<file path="src/sv/cfp_pkg.sv">
package cfp_pkg;

  localparam logic [7:0] START_BYTE = 8'hFE;
  localparam logic [7:0] MODE_MEAS  = 8'h00;
  localparam logic [7:0] MODE_CALIB = 8'h01;
  localparam logic [7:0] MODE_TEST  = 8'h02;

  // Frame lengths in bytes after the mode byte: payload plus two check bytes
  localparam int LEN_MEAS  = 6;
  localparam int LEN_CALIB = 9;
  localparam int LEN_TEST  = 7;

  // Byte index of the AND check (last byte) and of the XOR check
  localparam logic [3:0] LAST_MEAS  = 4'(LEN_MEAS - 1);
  localparam logic [3:0] LAST_CALIB = 4'(LEN_CALIB - 1);
  localparam logic [3:0] LAST_TEST  = 4'(LEN_TEST - 1);
  localparam logic [3:0] CHK_MEAS   = 4'(LEN_MEAS - 2);
  localparam logic [3:0] CHK_CALIB  = 4'(LEN_CALIB - 2);
  localparam logic [3:0] CHK_TEST   = 4'(LEN_TEST - 2);

  // Frame tracker state codes
  localparam logic [1:0] KIND_IDLE  = 2'd0;
  localparam logic [1:0] KIND_MEAS  = 2'd1;
  localparam logic [1:0] KIND_CALIB = 2'd2;
  localparam logic [1:0] KIND_TEST  = 2'd3;

  // Reported frame types
  localparam logic [1:0] TYPE_MEAS  = 2'd0;
  localparam logic [1:0] TYPE_CALIB = 2'd1;
  localparam logic [1:0] TYPE_TEST  = 2'd2;

  typedef struct packed {
    logic [1:0] frame_type;
    logic       check_passed;
    logic [7:0] freq_index;
    logic [7:0] chip_select;
    logic [7:0] direction;
    logic [7:0] table_gain_index;
    logic [7:0] table_phase_index;
    logic [7:0] gain_value;
    logic [7:0] phase_value;
  } result_t;

endpackage

</file>
<file path="src/sv/cfp_frame.sv">
module cfp_frame (
  input  logic              clk,
  input  logic              rst,
  input  logic              beat,
  input  logic [7:0]        rx_byte,
  output logic              done,
  output cfp_pkg::result_t  result
);

  logic [7:0] prev_byte;
  logic [1:0] kind;
  logic [3:0] cnt;
  logic [7:0] store [8];
  logic [7:0] xacc;
  logic [7:0] aacc;
  logic       xok;

  logic [3:0] cnt_last;
  logic [3:0] cnt_chk;
  logic       last;
  logic       ok;

  always_comb begin
    case (kind)
      cfp_pkg::KIND_MEAS: begin
        cnt_last = cfp_pkg::LAST_MEAS;
        cnt_chk  = cfp_pkg::CHK_MEAS;
      end
      cfp_pkg::KIND_CALIB: begin
        cnt_last = cfp_pkg::LAST_CALIB;
        cnt_chk  = cfp_pkg::CHK_CALIB;
      end
      default: begin
        cnt_last = cfp_pkg::LAST_TEST;
        cnt_chk  = cfp_pkg::CHK_TEST;
      end
    endcase
  end

  assign last = (cnt == cnt_last);
  assign done = beat && (kind != cfp_pkg::KIND_IDLE) && last;
  assign ok   = xok && (aacc == rx_byte);

  always_ff @(posedge clk) begin
    if (rst) begin
      prev_byte <= 8'd0;
      kind      <= cfp_pkg::KIND_IDLE;
      cnt       <= 4'd0;
    end else if (beat) begin
      prev_byte <= rx_byte;
      if (kind == cfp_pkg::KIND_IDLE) begin
        if (prev_byte == cfp_pkg::START_BYTE) begin
          cnt <= 4'd0;
          case (rx_byte)
            cfp_pkg::MODE_MEAS:  kind <= cfp_pkg::KIND_MEAS;
            cfp_pkg::MODE_CALIB: kind <= cfp_pkg::KIND_CALIB;
            cfp_pkg::MODE_TEST:  kind <= cfp_pkg::KIND_TEST;
            default:             kind <= cfp_pkg::KIND_IDLE;
          endcase
        end
      end else if (last) begin
        kind <= cfp_pkg::KIND_IDLE;
        cnt  <= 4'd0;
      end else begin
        cnt <= cnt + 4'd1;
      end
    end
  end

  // Payload bytes and running checks; seeded at every frame start
  always_ff @(posedge clk) begin
    if (beat) begin
      if (kind == cfp_pkg::KIND_IDLE) begin
        xacc <= 8'h00;
        aacc <= 8'hFF;
      end else if (!last) begin
        store[cnt[2:0]] <= rx_byte;
        if (cnt < cnt_chk) begin
          xacc <= xacc ^ rx_byte;
          aacc <= aacc & rx_byte;
        end
        if (cnt == cnt_chk) begin
          xok <= (rx_byte == xacc);
        end
      end
    end
  end

  always_comb begin
    result                   = '0;
    result.frame_type        = kind - 2'd1;
    result.check_passed      = ok;
    if (ok) begin
      if (kind == cfp_pkg::KIND_MEAS) begin
        result.chip_select   = store[0];
        result.direction     = store[1];
        result.gain_value    = store[2];
        result.phase_value   = store[3];
      end else begin
        result.freq_index        = store[0];
        result.chip_select       = store[1];
        result.direction         = store[2];
        result.table_gain_index  = store[3];
        result.table_phase_index = store[4];
        if (kind == cfp_pkg::KIND_CALIB) begin
          result.gain_value  = store[5];
          result.phase_value = store[6];
        end
      end
    end
  end

endmodule

</file>
<file path="src/sv/checked_command_frame_parser_top.sv">
// Command frame parser for a byte stream from a serial receiver.
// Input channel: one rx_byte per beat (in_valid / in_stall). A frame is the
// start byte 0xFE, a mode byte (0x00 measure, 0x01 calibrate, 0x02 test), the
// payload (4, 7 or 5 bytes), then the XOR and the AND of the payload bytes.
// Output channel: one result beat per frame (out_valid / out_stall) carrying
// frame_type, check_passed and the decoded fields. A failed check gives
// frame_type with every other field zero. Bytes outside a frame give nothing.
// The result appears in the cycle after the last check byte is taken.
// Throughput: one byte per cycle unless stalled; frame state and the running
// XOR/AND checks sit in registers updated per byte, so the final byte only
// needs a compare. A single output register holds a finished result; while
// it is stalled, in_stall is raised and the held result stays unchanged.
// Reset (rst, synchronous): tracker returns to idle, previous byte clears,
// the output register empties. No result is lost or repeated under stall.
module checked_command_frame_parser_top (
  input  logic       clk,
  input  logic       rst,
  input  logic       in_valid,
  output logic       in_stall,
  input  logic [7:0] rx_byte,
  output logic       out_valid,
  input  logic       out_stall,
  output logic [1:0] frame_type,
  output logic       check_passed,
  output logic [7:0] freq_index,
  output logic [7:0] chip_select,
  output logic [7:0] direction,
  output logic [7:0] table_gain_index,
  output logic [7:0] table_phase_index,
  output logic [7:0] gain_value,
  output logic [7:0] phase_value
);

  logic             beat;
  logic             done;
  cfp_pkg::result_t result;
  cfp_pkg::result_t held;
  logic             out_valid_next;

  assign in_stall = out_valid && out_stall;
  assign beat     = in_valid && !in_stall;

  cfp_frame u_frame (
    .clk     (clk),
    .rst     (rst),
    .beat    (beat),
    .rx_byte (rx_byte),
    .done    (done),
    .result  (result)
  );

  always_comb begin
    out_valid_next = out_valid;
    if (beat && done) begin
      out_valid_next = 1'b1;
    end else if (!out_stall) begin
      out_valid_next = 1'b0;
    end
  end

  always_ff @(posedge clk) begin
    if (rst) begin
      out_valid <= 1'b0;
    end else begin
      out_valid <= out_valid_next;
    end
  end

  // Load only when the output register is free, else hold
  always_ff @(posedge clk) begin
    if (beat && done) begin
      held <= result;
    end
  end

  assign frame_type        = held.frame_type;
  assign check_passed      = held.check_passed;
  assign freq_index        = held.freq_index;
  assign chip_select       = held.chip_select;
  assign direction         = held.direction;
  assign table_gain_index  = held.table_gain_index;
  assign table_phase_index = held.table_phase_index;
  assign gain_value        = held.gain_value;
  assign phase_value       = held.phase_value;

endmodule

</file>
<file path="config.mk">
export PLATFORM = sky130hd
export DESIGN_NAME = checked_command_frame_parser_top
export DESIGN_NICKNAME = d
export VERILOG_FILES = /design/src/sv/cfp_pkg.sv /design/src/sv/cfp_frame.sv /design/src/sv/checked_command_frame_parser_top.sv
export SDC_FILE = /design/constraint.sdc
export NUM_CORES = 1
export LEC_CHECK = 0
export ABC_AREA = 1
export BUFFER_PORTS_ARGS = -buffer_cell sky130_fd_sc_hd__buf_2
export CAP_MARGIN = 20
export CORE_ASPECT_RATIO = 1.5
export CORE_MARGIN = 1.5
export CORE_UTILIZATION = 37
export CTS_CLUSTER_SIZE = 10
export DETAILED_ROUTE_END_ITERATION = 12
export HOLD_SLACK_MARGIN = 0.02
export REMOVE_ABC_BUFFERS = 1
export SKIP_LAST_GASP = 1
export SYNTH_ARGS = -nofsm -noshare
export SYNTH_HDL_FRONTEND = slang
export SYNTH_HIERARCHICAL = 1
export SYNTH_SLANG_ARGS = --single-unit
</file>
<file path="constraint.sdc">
create_clock -name clk -period 5.7 [get_ports clk]
set_input_delay 0.855 -clock clk [delete_from_list [all_inputs] [get_ports clk]]
set_output_delay 0.855 -clock clk [all_outputs]
set_load 0.02 [all_outputs]
</file>
==> results.json, run 1 <==
{
  "post_synth_instance_area_um2": 5910,
  "cts_root_buf": "sky130_fd_sc_hd__clkbuf_16",
  "floorplan.rows": 56,
  "grt_pass1_vias": 3516,
  "netSwitchingFraction": 0.203,
  "post_synth_num_cell_types": 30,
  "critPathMaxFanout": 59,
  "antenna_violations_before_repair": 0,
  "vdd_drop_max_mv": 0.136,
  "drc_errors": 0,
  "period_needed_ps": 3490,
  "rrSetupSlack_ps": 2210,
  "cts_max_level": 4,
  "finalWeightedCongestion": 0.846,
  "critPathMostFrequentCell": "sky130_fd_sc_hd__inv_1",
  "post_cts_resized": 0,
  "setup_tns_ps": 0,
  "nNetsFinal": 565,
  "cp-start-kind": "flop",
  "r2r_end": "check_passed",
  "power_frac_comb": 0.019,
  "cts_made_buffers": 17,
  "place.port_buffers": 72,
  "postSynthCellCount": 461,
  "synth_edf_count": 132,
  "die_area_um2": 16800,
  "groute.usage.overall": 0.142,
  "async_flop_share": 0,
  "hold_class": "reg -> reg",
  "detail_route.first_pass.iterations": 5,
  "initial_core_util": 0.378,
  "finalWirelength_mm": 10.9,
  "hpwl_mm": 7.45,
  "final_antenna_net_count": 0,
  "setup_violations": 0,
  "synth-seq-area-share": 0.721,
  "ys_seq_elements": 147,
  "cp_data_arrival_time_ps": 3530,
  "total_leakage_power_uw": 0.00241,
  "drive_above_1_share": 0.236,
  "nFillCells": 1455,
  "area_growth_syn_to_layout_pct": 17.9,
  "pin_count_of_the_biggest_net_entering_global_routing": 60,
  "net-switching-power_uw": 441,
  "grt_first_pass_wirelength_mm": 17.9,
  "wl_per_cell_um": 14.5,
  "via_per_inst": 4.64,
  "worstReg2RegStart": "u_frame/kind[1]",
  "clock_skew_ps": 10.6,
  "syn_avg_cell_area_um2": 12.8,
  "post_cts.repair.setup_buffers": 0,
  "drv.max_cap_violation_count": 0,
  "die_width_um": 106,
  "power.clock.fraction": 0.441,
  "holdPathStages": 2,
  "reg2reg_depth": 13,
  "postSynth.topFlopCell": "sky130_fd_sc_hd__edfxtp_1",
  "slew_headroom": 0.461,
  "io-pin-count": 73,
  "timing_worst_slew_pin_value_ps": 806,
  "pre_cts_ws_ps": 1990,
  "power.internal_uw": 1730,
  "critical_path_required_ps": 5740,
  "hold_slack_ps": 507,
  "clkSlewWorstSetupHoldPaths_ps": 60,
  "power_density_nw_per_um2": 312,
  "ctsHoldBuffers": 0,
  "synth.yosys.warnings": 6,
  "antenna_cells": 0,
  "achievable-frequency_mhz": 286,
  "clkSinkCount": 147,
  "holdPathEnd": "u_frame/prev_byte[2]",
  "tritoncts": "done",
  "num_vias": 3499,
  "ctsLongestPathBuffers": 2,
  "timing.final.crit_share": 0.613,
  "die_y_um": 158,
  "worstPathCellList": "inv_1 > ha_1 > buf_4 > inv_1 > ha_1 > inv_1 > nand2_1 > nor2_1 > nand2_2 > nor3_1 > inv_1 > nor3_4 > buf_4",
  "critical_path.slowest_cell": "sky130_fd_sc_hd__buf_4",
  "coreArea_um2": 15600,
  "power_frac_seq": 0.540,
  "criticalPathCategory": "reg -> reg",
  "clkLatencyLatePin_ps": 410,
  "grt_remaining_overflow": 0,
  "drtIter0Drc": 252,
  "status": "complete, no violations",
  "grt_setup_unrepaired": "false",
  "timing_hold_violations_final": 0,
  "worst_setup_path_end_kind": "flop",
  "cpPeakStageDelay_ps": 560,
  "finalWorstSetupSlack_ps": 2210,
  "origin_of_the_worst_min_delay_path": "u_frame/prev_byte[2]",
  "drv_slew": 0
}
power by group through the flow:
stage	Sequential (uW)	Combinational [uW]	Clock, uW
after floorplan	1200	19.8	0
after global placement	1200	42.3	0
after detailed placement	1200	42.8	0
after CTS	1170	43.3	982
after global routing	1170	47.9	1030
final	1170	42.1	959
layer usage:
| layer | share of wire | vias to the layer above | global-route usage |
|---|---|---|---|
| li1 | - | 1737 | - |
| met3 | 0.041 | 7 | 0.0346 |
| met4 | 0.015 | 0 | 0.0669 |
| met2 | 0.54 | 93 | 0.252 |
| met5 | 0 | - | 0 |
| met1 | 0.40 | 1662 | 0.159 |
per-stage QoR:
stage	instance area, um^2	cells	power, uW	util
2_1_floorplan	5800	443	1220	-
3_3_place_gp	6440	721	1240	0.412
3_5_place_dp	6440	721	1240	0.412
4_1_cts	6960	753	2200	0.445
5_1_grt	6970	754	2250	0.446
6_report	6970	754	2170	0.446
sequential cells by signal, summed over array words and instances, names as in the netlist:
name and count:
u_frame/xok 1, direction 8, out_valid 1, gain_value 8, u_frame/kind 2, u_frame/prev_byte 8, check_passed 1, chip_select 8
u_frame/store 56, frame_type 2, freq_index 8, u_frame/aacc 8, u_frame/cnt 4, table_phase_index 8, phase_value 8, u_frame/xacc 8
table_gain_index 8
cell type report:
class | instances | area, um^2 | share of cell area
well taps | 203 | 254 | 0.0365
clock buffers | 18 | 429 | 0.0616
flip-flops and latches | 147 | 4260 | 0.612
inverters | 38 | 145 | 0.0208
repair buffers | 76 | 390 | 0.0560
clock inverters | 14 | 90.1 | 0.0129
multi-input cells | 258 | 1400 | 0.200
worst max path at each step:
stage	slack, ps	from	cells after the start	endpoint
CTS	2160	u_frame/kind[1]	13	check_passed
finish	2210	u_frame/kind[1]	13	check_passed
global route	1860	u_frame/kind[1]	13	check_passed
detailed placement	1990	out_stall	9	table_phase_index[4]
floorplan	310	u_frame/kind[1]	11	check_passed
global placement	2020	out_stall	9	check_passed
synthesized netlist by cell type (8+ instances only):
| cell | number | area (um^2) |
|---|---|---|
| sky130_fd_sc_hd__edfxtp_1 | 132 | 3960 |
| sky130_fd_sc_hd__nor2_1 | 96 | 360 |
| sky130_fd_sc_hd__nand2_1 | 49 | 184 |
| sky130_fd_sc_hd__inv_1 | 36 | 135 |
| sky130_fd_sc_hd__o21ai_0 | 19 | 95.1 |
| sky130_fd_sc_hd__a22oi_1 | 16 | 120 |
| sky130_fd_sc_hd__dfxtp_1 | 15 | 300 |
| sky130_fd_sc_hd__ha_1 | 15 | 188 |
| sky130_fd_sc_hd__clkbuf_1 | 8 | 30.0 |
| sky130_fd_sc_hd__mux2i_1 | 8 | 80.1 |
| sky130_fd_sc_hd__nor2_2 | 8 | 50.1 |
| sky130_fd_sc_hd__or2_2 | 8 | 50.1 |
| sky130_fd_sc_hd__xnor2_1 | 8 | 70.1 |
worst max-delay path, delay by kind of cell, from the launching register on:
| kind | cells | cell delay (ps) |
|---|---|---|
| buf+inv | 6 | 1560 |
| simple gates | 5 | 650 |
| fa+ha+maj | 2 | 500 |
| flops | 1 | 330 |
cells in the final DEF (no fill, tap or decap), drive strengths merged:
| master | n |
|---|---|
| clkbuf | 19 |
| a21oi | 6 |
| a31oi | 1 |
| nand4 | 7 |
| inv | 39 |
| edfxtp | 132 |
| clkinv | 10 |
| o21ai | 20 |
| nand3 | 6 |
| buf | 75 |
| nor3 | 4 |
| dfxtp | 15 |
| clkinvlp | 3 |
| ha | 15 |
| mux2i | 8 |
| nor4 | 1 |
| or2 | 8 |
| nor2 | 105 |
| a22oi | 16 |
| xnor2 | 8 |
| nand2 | 53 |
cell families (layout without fill, tap and decap cells):
| group | after synthesis | count (layout) | synth area share |
|---|---|---|---|
| buffers and inverters | 56 | 146 | 0.0438 |
| muxes | 8 | 8 | 0.0135 |
| AOI/OAI and AO/OA | 43 | 43 | 0.0440 |
| adders and majority gates | 15 | 15 | 0.0317 |
| xor gates and xnor gates | 8 | 8 | 0.0119 |
| DFF | 147 | 147 | 0.721 |
| and+or+nand+nor | 184 | 184 | 0.134 |
No activity file was read; power rests on OpenSTA's default activity.
==> run 2: changes to the inputs <==
- clock period: 5.7 -> 2.8 ns (I/O delays scaled with it)
==> run 2 against run 1 <==
Setup slack got worse by 1800 ps. Non-clock buffer count increased by 10. Cell count increased by 1.3%. Clock skew increased by 1.2 ps. Combinational power increased by 110%. Critical endpoint is now table_phase_index[7]. Largest cell class unchanged.
==> results.json, run 2 (same netlist as run 1, synthesis figures left out) <==
{
  "coreArea_um2": 15600,
  "power.internal_uw": 3910,
  "final_cell_mix": "132 x sky130_fd_sc_hd__edfxtp_1, 96 x sky130_fd_sc_hd__nor2_1, 72 x sky130_fd_sc_hd__buf_2",
  "hold_slack_ps": 264,
  "power_frac_seq": 0.492,
  "power_frac_comb": 0.018,
  "timing_hold_violations_final": 0,
  "power_density_nw_per_um2": 678,
  "finalWirelength_mm": 11.3,
  "criticalPathCategory": "reg -> reg",
  "place.port_buffers": 72,
  "finalWeightedCongestion": 0.867,
  "largest_reg_flops": 56,
  "grt_pass1_vias": 3667,
  "timing_worst_slew_pin_value_ps": 752,
  "nNetsFinal": 575,
  "cp_data_arrival_time_ps": 2510,
  "die_width_um": 106,
  "grt_remaining_overflow": 0,
  "reg2reg_depth": 12,
  "clkSlewWorstSetupHoldPaths_ps": 60,
  "wl_per_cell_um": 14.8,
  "groute.usage.overall": 0.143,
  "setup_violations": 0,
  "drtIter0Drc": 191,
  "final_antenna_net_count": 0,
  "pin_count_of_the_biggest_net_entering_global_routing": 60,
  "post_cts_resized": 0,
  "critical_path_required_ps": 2880,
  "achievable-frequency_mhz": 411,
  "num_vias": 3613,
  "origin_of_the_worst_min_delay_path": "rst",
  "cts_max_level": 4,
  "r2r_end": "table_phase_index[7]",
  "setup_tns_ps": 0,
  "post_cts.repair.setup_buffers": 0,
  "total_leakage_power_uw": 0.00273,
  "detail_route.first_pass.iterations": 5,
  "area_growth_syn_to_layout_pct": 21.2,
  "die_area_um2": 16800,
  "antenna_violations_before_repair": 0,
  "cts_root_buf": "sky130_fd_sc_hd__clkbuf_16",
  "critPathMaxFanout": 59,
  "ctsLongestPathBuffers": 2,
  "cp-start-kind": "flop",
  "cts_made_buffers": 17,
  "die_y_um": 158,
  "drive_above_1_share": 0.251,
  "power.clock.fraction": 0.490,
  "netSwitchingFraction": 0.195,
  "wl_met2_mm": 6.14,
  "clock_skew_ps": 11.8,
  "holdPathEnd": "u_frame/cnt[0]",
  "initial_core_util": 0.378,
  "vdd_drop_max_mv": 0.368,
  "mostFrequentLayoutCell": "sky130_fd_sc_hd__edfxtp_1",
  "status": "complete, no violations",
  "io-pin-count": 73,
  "maxUsedRoutingLayer": "met4",
  "hold_class": "in -> reg",
  "grt_setup_unrepaired": "false",
  "clkLatencyLatePin_ps": 420,
  "worstReg2RegStart": "u_frame/kind[1]",
  "grt_first_pass_wirelength_mm": 18.1,
  "clkSinkCount": 147,
  "drv.max_cap_violation_count": 0,
  "drv_slew": 0,
  "timing.final.crit_share": 0.869,
  "rrSetupSlack_ps": 370,
  "worst_setup_path_end_kind": "flop",
  "period_needed_ps": 2430,
  "slew_headroom": 0.498,
  "finalCoreUtilization": 0.459,
  "antenna_cells": 0,
  "floorplan.rows": 56,
  "met3RoutedLength_um": 490,
  "holdPathStages": 2,
  "via_per_inst": 4.73,
  "net-switching-power_uw": 947,
  "wirelength_met1_mm": 4.39,
  "drc_errors": 0,
  "hpwl_mm": 7.66,
  "tritoncts": "done",
  "ctsHoldBuffers": 0
}
## run 2: worst max path at each step
| stage | cells after the start | end | start |
|---|---|---|---|
| after detailed placement | 12 | phase_value[3] | u_frame/kind[1] |
| after global placement | 12 | table_phase_index[2] | u_frame/kind[1] |
| final | 12 | table_phase_index[7] | u_frame/kind[1] |
| after global routing | 12 | table_gain_index[3] | u_frame/kind[1] |
| after CTS | 12 | table_phase_index[7] | u_frame/kind[1] |
| after floorplan | 11 | check_passed | u_frame/kind[1] |
## run 2: metal layers
layer | up-vias | track usage
li1 | 1765 | -
met2 | 112 | 0.259
met5 | - | 0
met3 | 21 | 0.0358
met1 | 1715 | 0.151
met4 | 0 | 0.0798
## run 2: final cells by class
class / count / area, um^2
timing repair buffer: 86 / 478
multi-input combinational: 258 / 1400
clock inverter: 15 / 205
inverter: 38 / 145
fill: 1368 / 8460
tap: 203 / 254
sequential: 147 / 4260
clock buffer: 17 / 425
## run 2: power by group through the flow
stage | Combinational, uW | Sequential [uW] | Clock [uW]
6_report | 89.7 | 2390 | 2380
5_1_grt | 101 | 2390 | 2510
4_1_cts | 90.8 | 2390 | 2430
3_5_place_dp | 89.9 | 2430 | 0
3_3_place_gp | 87.9 | 2430 | 0
2_1_floorplan | 40.3 | 2430 | 0
## run 2: through the flow
stage	cell area (um^2)	total power (uW)	worst slack, ps	cells
after detailed placement	6540	2520	348	732
after global placement	6540	2520	375	732
after global routing	7170	5000	83.3	764
final	7170	4860	367	764
after floorplan	5800	2470	-2590	443
after CTS	7170	4910	329	764
## run 2: critical path, stage by stage, from the launching register on
cell,delay (ps)
sky130_fd_sc_hd__dfxtp_1,370
sky130_fd_sc_hd__inv_1,70
sky130_fd_sc_hd__ha_1,190
sky130_fd_sc_hd__inv_1,70
sky130_fd_sc_hd__ha_1,220
sky130_fd_sc_hd__inv_1,80
sky130_fd_sc_hd__nand2_1,50
sky130_fd_sc_hd__nor2_1,100
sky130_fd_sc_hd__nand2_2,80
sky130_fd_sc_hd__nor3_1,170
sky130_fd_sc_hd__inv_1,110
sky130_fd_sc_hd__nor3_4,230
sky130_fd_sc_hd__buf_12,290
